File: src/hdl/mlr_pkg.sv
// ----------------------------------------------------------------------------
// mlr_pkg: shared types and constants for the modified Legendre block
// Field widths, default parameters, controller states, control structs.
// ----------------------------------------------------------------------------
package mlr_pkg;

   localparam int X_W       = 16;   // x, signed Q2.14
   localparam int X_FRAC    = 14;
   localparam int CNT_W     = 7;    // term count port
   localparam int IDX_W     = 6;    // term index port
   localparam int VAL_W     = 24;   // term value, signed

   localparam int MAX_TERMS_DEF = 64;
   localparam int FRAC_BITS_DEF = 20;

   // b_0 = (2^28 - x^2) / 2 lives in Q(2*X_FRAC+1) after the halving
   localparam int B0_FRAC   = 2 * X_FRAC + 1;

   // quotient bits produced by the divider once overflow is ruled out
   localparam int DIV_STEPS = VAL_W - 1;
   localparam int DIV_CNT_W = $clog2(DIV_STEPS);

   localparam logic signed [VAL_W-1:0] VAL_MAX = {1'b0, {(VAL_W-1){1'b1}}};
   localparam logic signed [VAL_W-1:0] VAL_MIN = {1'b1, {(VAL_W-1){1'b0}}};

   typedef enum logic [3:0] {
      ST_IDLE,
      ST_MUL_A,
      ST_MUL_B,
      ST_DIFF,
      ST_MAG,
      ST_SHIFT,
      ST_DIV_CHK,
      ST_DIV,
      ST_FIN
   } state_type;

   // controller -> datapath strobes
   typedef struct packed {
      logic load;
      logic mul_a;
      logic mul_b;
      logic diff;
      logic mag;
      logic shift;
      logic div_chk;
      logic div_step;
      logic fin;
   } cmd_type;

   // datapath -> controller flags
   typedef struct packed {
      logic cnt_zero;   // incoming word asks for no terms
      logic n_lt2;      // current degree is 0 or 1
      logic last;       // current degree is the final one of the run
      logic out_free;   // result register can take a new word
   } status_type;

endpackage

File: src/hdl/mlr_ctrl.sv
// ----------------------------------------------------------------------------
// mlr_ctrl: sequencer for the modified Legendre recurrence
// Steps each term through multiply, difference, magnitude, divide or shift,
// and finish; owns the divider step count and the request stall.
// ----------------------------------------------------------------------------
module mlr_ctrl
   import mlr_pkg::*;
(
   input  logic       clock,
   input  logic       reset,
   input  logic       req_valid,
   output logic       req_stall,
   input  status_type status,
   output cmd_type    cmd
);

   state_type              state_ff, state_in;
   logic [DIV_CNT_W-1:0]   div_cnt_ff, div_cnt_in;

   always_ff @(posedge clock) begin
      if (reset) begin
         state_ff   <= ST_IDLE;
         div_cnt_ff <= '0;
      end else begin
         state_ff   <= state_in;
         div_cnt_ff <= div_cnt_in;
      end
   end

   assign req_stall = reset || (state_ff != ST_IDLE);

   always_comb begin
      state_in   = state_ff;
      div_cnt_in = div_cnt_ff;
      cmd        = '0;
      unique case (state_ff)
         ST_IDLE: begin
            if (req_valid && !status.cnt_zero) begin
               cmd.load = 1'b1;
               state_in = ST_MUL_A;
            end
         end
         ST_MUL_A: begin
            cmd.mul_a = 1'b1;
            state_in  = ST_MUL_B;
         end
         ST_MUL_B: begin
            cmd.mul_b = 1'b1;
            state_in  = ST_DIFF;
         end
         ST_DIFF: begin
            cmd.diff = 1'b1;
            state_in = ST_MAG;
         end
         ST_MAG: begin
            cmd.mag  = 1'b1;
            state_in = status.n_lt2 ? ST_SHIFT : ST_DIV_CHK;
         end
         ST_SHIFT: begin
            cmd.shift = 1'b1;
            state_in  = ST_FIN;
         end
         ST_DIV_CHK: begin
            cmd.div_chk = 1'b1;
            div_cnt_in  = '0;
            state_in    = ST_DIV;
         end
         ST_DIV: begin
            cmd.div_step = 1'b1;
            div_cnt_in   = div_cnt_ff + 1'b1;
            if (div_cnt_ff == DIV_CNT_W'(DIV_STEPS - 1)) begin
               state_in = ST_FIN;
            end
         end
         ST_FIN: begin
            // hold here until the result register can take the word
            if (status.out_free) begin
               cmd.fin  = 1'b1;
               state_in = status.last ? ST_IDLE : ST_MUL_A;
            end
         end
         default: begin
            state_in = ST_IDLE;
         end
      endcase
   end

`ifndef SYNTHESIS
   a_div_cnt_range: assert property (@(posedge clock) disable iff (reset)
      (state_ff == ST_DIV) |-> (div_cnt_ff < DIV_CNT_W'(DIV_STEPS)))
      else $error("divider step count out of range");

   a_accept_starts_run: assert property (@(posedge clock) disable iff (reset)
      (req_valid && !req_stall && !status.cnt_zero) |=> (state_ff == ST_MUL_A))
      else $error("accepted word did not start a run");
`endif

endmodule

File: src/hdl/mlr_datapath.sv
// ----------------------------------------------------------------------------
// mlr_datapath: arithmetic and storage for the modified Legendre recurrence
// Multipliers, numerator, sign/magnitude rounding, restoring divider,
// saturation, the two previous terms and the result register.
// ----------------------------------------------------------------------------
module mlr_datapath
   import mlr_pkg::*;
#(
   parameter int MAX_TERMS = MAX_TERMS_DEF,
   parameter int FRAC_BITS = FRAC_BITS_DEF
)(
   input  logic                    clock,
   input  logic                    reset,
   input  cmd_type                 cmd,
   output status_type              status,
   input  logic signed [X_W-1:0]   req_x_value,
   input  logic [CNT_W-1:0]        req_term_count,
   output logic                    rsp_valid,
   input  logic                    rsp_stall,
   output logic [IDX_W-1:0]        rsp_term_index,
   output logic signed [VAL_W-1:0] rsp_term_value,
   output logic                    rsp_last_term
);

   localparam int NW = $clog2(MAX_TERMS + 1);     // degree / count width
   localparam int PW = X_W + VAL_W;               // x * b
   localparam int RW = NW + 1 + VAL_W;            // (n-1) * b_(n-2)
   localparam int LW = PW + NW + 2;               // (2n+1) * x * b_(n-1)
   localparam int DW = LW + 1;                    // numerator
   localparam int MW = DW;                        // magnitude plus half

   localparam int B0_RSH = (FRAC_BITS < B0_FRAC) ? B0_FRAC - FRAC_BITS : 0;
   localparam int B0_LSH = (FRAC_BITS > B0_FRAC) ? FRAC_BITS - B0_FRAC : 0;

   localparam logic [MW-1:0]        B0_HALF = MW'((1 << B0_RSH) >> 1);
   localparam logic [MW-1:0]        B1_HALF = MW'(1) << (X_FRAC - 1);
   localparam logic signed [DW-1:0] ONE_X2  = DW'(1) << (2 * X_FRAC);
   localparam logic [MW-1:0]        POS_LIM = MW'(2 ** (VAL_W - 1) - 1);
   localparam logic [MW-1:0]        NEG_LIM = MW'(2 ** (VAL_W - 1));

   logic signed [X_W-1:0]   x_ff, x_in;
   logic [NW-1:0]           cnt_ff, cnt_in;
   logic [NW-1:0]           n_ff, n_in;
   logic signed [VAL_W-1:0] b1_ff, b1_in;
   logic signed [VAL_W-1:0] b2_ff, b2_in;
   logic signed [PW-1:0]    p_ff, p_in;
   logic signed [RW-1:0]    rt_ff, rt_in;
   logic signed [LW-1:0]    left_ff, left_in;
   logic signed [DW-1:0]    num_ff, num_in;
   logic                    neg_ff, neg_in;
   logic [MW-1:0]           m_ff, m_in;
   logic [MW-1:0]           ds_ff, ds_in;
   logic [MW-1:0]           q_ff, q_in;
   logic                    over_ff, over_in;
   logic                    rsp_valid_ff, rsp_valid_in;
   logic [IDX_W-1:0]        rsp_index_ff, rsp_index_in;
   logic signed [VAL_W-1:0] rsp_value_ff, rsp_value_in;
   logic                    rsp_last_ff, rsp_last_in;

   logic [NW-1:0]           cnt_clamp;
   logic [NW-1:0]           nm1;
   logic [NW:0]             n2;
   logic                    n_is0;
   logic                    n_is1;
   logic                    last;
   logic signed [VAL_W-1:0] mult_sel;
   logic [MW-1:0]           mag_w;
   logic [MW-1:0]           half_w;
   logic signed [VAL_W-1:0] q_lo;
   logic signed [VAL_W-1:0] val_w;

   assign cnt_clamp = (32'(req_term_count) > MAX_TERMS) ? NW'(MAX_TERMS)
                                                        : NW'(req_term_count);
   assign nm1   = n_ff - NW'(1);
   assign n2    = {1'b0, n_ff} + (NW + 1)'(2);
   assign n_is0 = (n_ff == '0);
   assign n_is1 = (n_ff == NW'(1));
   assign last  = (n_ff == cnt_ff - NW'(1));

   assign mult_sel = n_is0 ? VAL_W'(x_ff) : b1_ff;
   assign mag_w    = num_ff[DW-1] ? $unsigned(-num_ff) : $unsigned(num_ff);
   assign half_w   = n_is0 ? B0_HALF : (n_is1 ? B1_HALF : (MW'(n2) << (X_FRAC - 1)));

   // sign and saturate the rounded magnitude
   assign q_lo = q_ff[VAL_W-1:0];
   always_comb begin
      if (neg_ff) begin
         val_w = (over_ff || (q_ff > NEG_LIM)) ? VAL_MIN : -q_lo;
      end else begin
         val_w = (over_ff || (q_ff > POS_LIM)) ? VAL_MAX : q_lo;
      end
   end

   always_comb begin
      x_in         = x_ff;
      cnt_in       = cnt_ff;
      n_in         = n_ff;
      b1_in        = b1_ff;
      b2_in        = b2_ff;
      p_in         = p_ff;
      rt_in        = rt_ff;
      left_in      = left_ff;
      num_in       = num_ff;
      neg_in       = neg_ff;
      m_in         = m_ff;
      ds_in        = ds_ff;
      q_in         = q_ff;
      over_in      = over_ff;
      rsp_index_in = rsp_index_ff;
      rsp_value_in = rsp_value_ff;
      rsp_last_in  = rsp_last_ff;
      rsp_valid_in = rsp_valid_ff && rsp_stall;

      if (cmd.load) begin
         x_in   = req_x_value;
         cnt_in = cnt_clamp;
         n_in   = '0;
         b1_in  = '0;
         b2_in  = '0;
      end
      if (cmd.mul_a) begin
         p_in  = x_ff * mult_sel;
         rt_in = $signed({1'b0, nm1}) * b2_ff;
      end
      if (cmd.mul_b) begin
         left_in = $signed({1'b0, n_ff, 1'b1}) * p_ff;
      end
      if (cmd.diff) begin
         if (n_is0) begin
            num_in = ONE_X2 - DW'(p_ff);
         end else if (n_is1) begin
            num_in = DW'(p_ff);
         end else begin
            num_in = DW'(left_ff) - (DW'(rt_ff) <<< X_FRAC);
         end
      end
      if (cmd.mag) begin
         // round half away from zero: add half the step to the magnitude
         neg_in = num_ff[DW-1];
         m_in   = mag_w + half_w;
         ds_in  = MW'(n2) << (X_FRAC + DIV_STEPS - 1);
      end
      if (cmd.shift) begin
         q_in    = n_is0 ? ((m_ff >> B0_RSH) << B0_LSH) : (m_ff >> X_FRAC);
         over_in = 1'b0;
      end
      if (cmd.div_chk) begin
         // quotient of 2^23 or more saturates either way
         over_in = (m_ff >= (MW'(n2) << (X_FRAC + DIV_STEPS)));
         q_in    = '0;
      end
      if (cmd.div_step) begin
         if (m_ff >= ds_ff) begin
            m_in = m_ff - ds_ff;
            q_in = {q_ff[MW-2:0], 1'b1};
         end else begin
            q_in = {q_ff[MW-2:0], 1'b0};
         end
         ds_in = ds_ff >> 1;
      end
      if (cmd.fin) begin
         b2_in        = b1_ff;
         b1_in        = val_w;
         n_in         = n_ff + NW'(1);
         rsp_index_in = IDX_W'(n_ff);
         rsp_value_in = val_w;
         rsp_last_in  = last;
         rsp_valid_in = 1'b1;
      end
   end

   always_ff @(posedge clock) begin
      if (reset) begin
         rsp_valid_ff <= 1'b0;
      end else begin
         rsp_valid_ff <= rsp_valid_in;
      end
   end

   always_ff @(posedge clock) begin
      x_ff         <= x_in;
      cnt_ff       <= cnt_in;
      n_ff         <= n_in;
      b1_ff        <= b1_in;
      b2_ff        <= b2_in;
      p_ff         <= p_in;
      rt_ff        <= rt_in;
      left_ff      <= left_in;
      num_ff       <= num_in;
      neg_ff       <= neg_in;
      m_ff         <= m_in;
      ds_ff        <= ds_in;
      q_ff         <= q_in;
      over_ff      <= over_in;
      rsp_index_ff <= rsp_index_in;
      rsp_value_ff <= rsp_value_in;
      rsp_last_ff  <= rsp_last_in;
   end

   assign status.cnt_zero = (req_term_count == '0);
   assign status.n_lt2    = n_is0 || n_is1;
   assign status.last     = last;
   assign status.out_free = !rsp_valid_ff || !rsp_stall;

   assign rsp_valid      = rsp_valid_ff;
   assign rsp_term_index = rsp_index_ff;
   assign rsp_term_value = rsp_value_ff;
   assign rsp_last_term  = rsp_last_ff;

`ifndef SYNTHESIS
   a_fin_no_overwrite: assert property (@(posedge clock) disable iff (reset)
      cmd.fin |-> (!rsp_valid_ff || !rsp_stall))
      else $error("finished term would overwrite a waiting word");

   a_degree_in_run: assert property (@(posedge clock) disable iff (reset)
      cmd.mul_a |-> (n_ff < cnt_ff))
      else $error("degree ran past the term count");
`endif

endmodule

File: src/hdl/modified_legendre_recurrence_top.sv
// ----------------------------------------------------------------------------
// modified_legendre_recurrence_top: modified Legendre upward recurrence
// Takes x (Q2.14) and a term count, returns b_0 .. b_(count-1) in Q4.20,
// count clamped to MAX_TERMS, saturated to 24 bits, final word flagged.
// ----------------------------------------------------------------------------
//
//  channel | ports                                   | dir | word
//  --------+-----------------------------------------+-----+-------------------
//  req     | req_valid req_stall req_x_value         | in  | one x and count
//          | req_term_count                          |     |
//  rsp     | rsp_valid rsp_stall rsp_term_index      | out | one term b_n
//          | rsp_term_value rsp_last_term            |     |
//
//  Steps: the controller walks each term through a fixed sequence.
//  Degrees 0 and 1 go through two multiplies, difference, rounding, shift
//  and finish. Degrees 2 and up replace the shift with an overflow check
//  and the restoring divider by (n+2)*2^14, which retires one quotient bit
//  a cycle for 23 bits. Reset (synchronous, active high) clears the
//  controller and result valid. A stalled result word holds the next term
//  in its finish step; the last word may wait while the next request word
//  is already taken.
//
module modified_legendre_recurrence_top
   import mlr_pkg::*;
#(
   parameter int MAX_TERMS = MAX_TERMS_DEF,   // count clamp
   parameter int FRAC_BITS = FRAC_BITS_DEF    // fraction bits of term_value
)(
   input  logic                    clock,
   input  logic                    reset,
   input  logic                    req_valid,
   output logic                    req_stall,
   input  logic signed [X_W-1:0]   req_x_value,
   input  logic [CNT_W-1:0]        req_term_count,
   output logic                    rsp_valid,
   input  logic                    rsp_stall,
   output logic [IDX_W-1:0]        rsp_term_index,
   output logic signed [VAL_W-1:0] rsp_term_value,
   output logic                    rsp_last_term
);

   cmd_type    cmd;
   status_type status;

   // sequencer: one term at a time, request stalled while a run is active
   mlr_ctrl u_ctrl (
      .clock     (clock),
      .reset     (reset),
      .req_valid (req_valid),
      .req_stall (req_stall),
      .status    (status),
      .cmd       (cmd)
   );

   // arithmetic, previous terms, divider and result register
   mlr_datapath #(
      .MAX_TERMS (MAX_TERMS),
      .FRAC_BITS (FRAC_BITS)
   ) u_datapath (
      .clock          (clock),
      .reset          (reset),
      .cmd            (cmd),
      .status         (status),
      .req_x_value    (req_x_value),
      .req_term_count (req_term_count),
      .rsp_valid      (rsp_valid),
      .rsp_stall      (rsp_stall),
      .rsp_term_index (rsp_term_index),
      .rsp_term_value (rsp_term_value),
      .rsp_last_term  (rsp_last_term)
   );

endmodule

File: config.mk
export PLATFORM = sky130hd
export DESIGN_NAME = modified_legendre_recurrence_top
export DESIGN_NICKNAME = d
export VERILOG_FILES = /design/src/hdl/mlr_pkg.sv /design/src/hdl/mlr_ctrl.sv /design/src/hdl/mlr_datapath.sv /design/src/hdl/modified_legendre_recurrence_top.sv
export SDC_FILE = /design/constraint.sdc
export NUM_CORES = 2
export LEC_CHECK = 0
export BUFFER_PORTS_ARGS = -buffer_cell sky130_fd_sc_hd__clkbuf_2
export CAP_MARGIN = 20
export CORE_ASPECT_RATIO = 1.75
export CORE_MARGIN = 1.5
export CORE_UTILIZATION = 40
export DETAILED_ROUTE_END_ITERATION = 8
export HOLD_SLACK_MARGIN = 0.1
export PLACE_DENSITY = 0.57
export SYNTH_ARGS = -nofsm -noshare
export SYNTH_HDL_FRONTEND = slang
export SYNTH_SLANG_ARGS = --single-unit
File: constraint.sdc
create_clock -name clock -period 10.5 [get_ports clock]
set_clock_uncertainty 0.15 [all_clocks]
set_input_delay 1.05 -clock clock [delete_from_list [all_inputs] [get_ports clock]]
set_output_delay 1.05 -clock clock [all_outputs]
set_load 0.005 [all_outputs]
==> flow_metrics.py <==
metrics = {
    "cts": {
        "htree_num_levels": 2,
        "clock_path_buffers": 3,
        "cts_tree": "yes",
        "cts.sinks": 436,
        "ctsHoldBuffers": 0,
        "cts-buffers-inserted": 50,
        "ctsResizeCount": 0,
        "cts-root-buf": "clkbuf_16",
        "clock_latency_ns": 0.69,
        "post_cts_buffers": 0,
        "clkSlewWorstSetupHoldPaths_ns": 0.06,
    },
    "routing": {
        "via_per_inst": 5.434,
        "wl_met1_mm": 60.56,
        "routed.top_layer": "met5",
        "drc": 0,
        "wl_per_cell_um": 22.35,
        "drt_iter0_markers": 2372,
        "firstDrtPassIters": 5,
        "ant_nets": 0,
        "met3WireLength_mm": 6.261,
        "num_vias": 44350,
        "drt-total-wl_mm": 182.4,
        "met2_length_mm": 99.27,
    },
    "hold_path": {
        "min-delay-path-class": "reg2reg",
    },
    "setup_path": {
        "critPathMaxFanout": 36,
        "critPathTopFamily": "adder cells",
        "cp-start-kind": "register",
        "endpoint_kind": "register",
        "crit_top_cell": "fa_1",
        "crit_required_ns": 10.79,
        "arrival_ns": 9.54,
        "cp_slowest_cell": "a21oi_1",
        "max_stage_delay_ns": 0.58,
        "critPathBufInv": 6,
        "criticalPathCategory": "reg2reg",
    },
    "outcome": {
        "run_status": "finished clean",
    },
    "synthesis": {
        "ys_ff_latch": 436,
        "syn_area_per_cell_um2": 8.984,
        "synth_area_leader_cell": "fa_1",
        "synthesis.nets": 7487,
        "synth_seq_area_share": 0.2192,
        "synth_top_area_frac": 0.2628,
        "ys_top_cells_by_count": "1168 x inv_1, 748 x fa_1, 653 x nand2_1, 376 x edfxtp_1, 375 x and2_1",
        "yosys_warnings": 0,
        "synth.distinct_cells": 106,
        "syn_area_um2": 56980,
        "syn_inst": 6342,
        "yosysMostFrequentCell": "inv_1",
        "synth_edf_count": 376,
        "yosys_most_used_dff": "edfxtp_1",
        "synth_area_leaders": "fa_1 26%, edfxtp_1 20%, ha_1 8.1%, inv_1 7.7%, nand2_1 4.3%",
        "synthArstFlopShare": 0,
    },
    "timing": {
        "setup_slack_ns": 1.248,
        "max_clock_freq_mhz": 108.1,
        "fin_crit_sh": 0.8811,
        "fin_setup_tns_ns": 0,
        "rsz0062_at_grt": "no",
        "slew_violations": 0,
        "slew_headroom": 0.08541,
        "worst_pin_slew_ns": 1.337,
        "hold_viol": 0,
        "setup_viol": 0,
        "fin_crit_ns": 9.252,
    },
    "die": {
        "die_height_um": 502.3,
        "die_w_um": 288.3,
        "initial_core_util": 0.4020,
        "coreArea_um2": 141700,
        "dieArea_um2": 144800,
        "rows": 183,
        "ios": 60,
    },
    "grt": {
        "grt_pass1_wl_mm": 278.0,
        "gr-usage-all-layers": 0.2549,
        "antenna_found_initial": 7,
        "first_global_vias": 47220,
        "grt_max_degree": 79,
        "overflow": 0,
    },
    "placement": {
        "io_buffers": 59,
        "gp_congestion": 0.9660,
        "dp_worst_setup_slack_ns": 1.201,
        "dp_hpwl_mm": 147.9,
    },
    "run": {
        "drv_cap": 0,
    },
    "finish": {
        "drive_above_1_share": 0.04850,
        "syn2layout_area_growth_pct": 7.023,
        "num-nets-final": 7412,
    },
}
-- routing by layer --
layer  up-vias  GRT usage
li1      20450          -
met2      1117     0.4867
met3       532    0.02691
met4         4     0.1907
met5         -          0
met1     22250     0.2483
-- worst min-delay path: cells and delay by family, from the launching register on --
family          cells  cell delay, ns
flops               1            0.34
simple gates        1            0.07
compound gates      1            0.05
-- sequential cells by signal, indices dropped and copies added (netlist names) --
register and cells:
u_datapath.m_ff 50, u_datapath.num_ff 50, u_datapath.q_ff 50, u_datapath.left_ff 49, u_datapath.ds_ff 44, u_datapath.p_ff 40
u_datapath.rt_ff 32, u_datapath.b1_ff 24, u_datapath.b2_ff 24, u_datapath.rsp_term_value 24, u_datapath.x_ff 16, u_datapath.cnt_ff 7
u_datapath.n_ff 7, u_datapath.rsp_term_index 6, u_ctrl.div_cnt_ff 5, u_ctrl.state_ff 4, u_datapath.neg_ff 1, u_datapath.over_ff 1
u_datapath.rsp_last_term 1, u_datapath.rsp_valid 1
-- path summary, 6_finish.rpt --
path | slack [ns] | end | start | cells past startpoint
worst max-delay path | 1.25 | u_datapath.p_ff[37]$_DFFE_PN_ | u_datapath.n_ff[1]$_SDFFCE_PN0P_ | 28
worst min-delay path | 0.35 | u_ctrl.div_cnt_ff[1]$_SDFFE_PP0P_ | u_ctrl.div_cnt_ff[1]$_SDFFE_PP0P_ | 2
worst max register to register | 1.25 | u_datapath.p_ff[37]$_DFFE_PN_ | u_datapath.n_ff[1]$_SDFFCE_PN0P_ | 28
worst min register to register | 0.35 | u_ctrl.div_cnt_ff[1]$_SDFFE_PP0P_ | u_ctrl.div_cnt_ff[1]$_SDFFE_PP0P_ | 2
-- layout by cell type, fill, tap and decap left out, drive strengths merged, types with 19 or more instances in the layout --
| cell | synthesis | layout |
|---|---|---|
| nor2b | 158 | 158 |
| clkinv | 2 | 19 |
| fa | 748 | 748 |
| nor2 | 302 | 302 |
| edfxtp | 376 | 376 |
| xor2 | 98 | 98 |
| nand2 | 654 | 654 |
| and3 | 53 | 53 |
| or3 | 53 | 53 |
| nor3 | 102 | 102 |
| a31oi | 75 | 75 |
| inv | 1168 | 1171 |
| dfxtp | 60 | 60 |
| nand2b | 65 | 65 |
| ha | 370 | 370 |
| nand4 | 40 | 40 |
| o21a | 37 | 37 |
| or4 | 29 | 29 |
| a21o | 117 | 117 |
| buf | 22 | 81 |
| nor4 | 43 | 43 |
| o311ai | 23 | 23 |
| nand3 | 94 | 94 |
| clkbuf | 247 | 118 |
| xnor2 | 158 | 158 |
| o211ai | 30 | 30 |
| o31ai | 31 | 31 |
| and2 | 375 | 375 |
| a21oi | 270 | 270 |
| a211oi | 37 | 37 |
| o21bai | 22 | 22 |
| o21ai | 247 | 247 |
-- cells by family (layout without fill, tap and decap cells) --
kind of cell | count (synthesis) | count (layout) | synth area share
AOI/OAI and AO/OA | 1045 | 1045 | 0.1179
xor gates and xnor gates | 256 | 256 | 0.03935
adders and majority gates | 1118 | 1118 | 0.3441
buffers and inverters | 1439 | 1406 | 0.09592
DFF | 436 | 436 | 0.2192
muxes | 16 | 16 | 0.002811
other | 0 | 3 | 0
and+or+nand+nor | 2032 | 2032 | 0.1807
-- final cells by class --
class	instances	area, um^2
clock inverters	35	415.4
repair buffers	142	928.4
multi-input cells	4467	39120
diodes	3	7.507
clock buffers	59	1305
flip-flops and latches	436	12490
inverters	1170	4393
well taps	1850	2315
fillers	13950	80750
-- metrics by stage --
step                      utilization  instances  hold slack [ns]  cell area, um^2
final                          0.4302       8162           0.3527            60980
after CTS                      0.4302       8159           0.3357            60970
after detailed placement       0.4180       8065           0.3544            59250
after floorplan                     -       6342           0.2744            56980
after global routing           0.4302       8159           0.3626            60970
after global placement         0.4178       8061           0.3398            59210
Power is left out: the tool's default activity adds up to more than one toggle a clock period on the data nets, which glitch-free logic cannot reach.
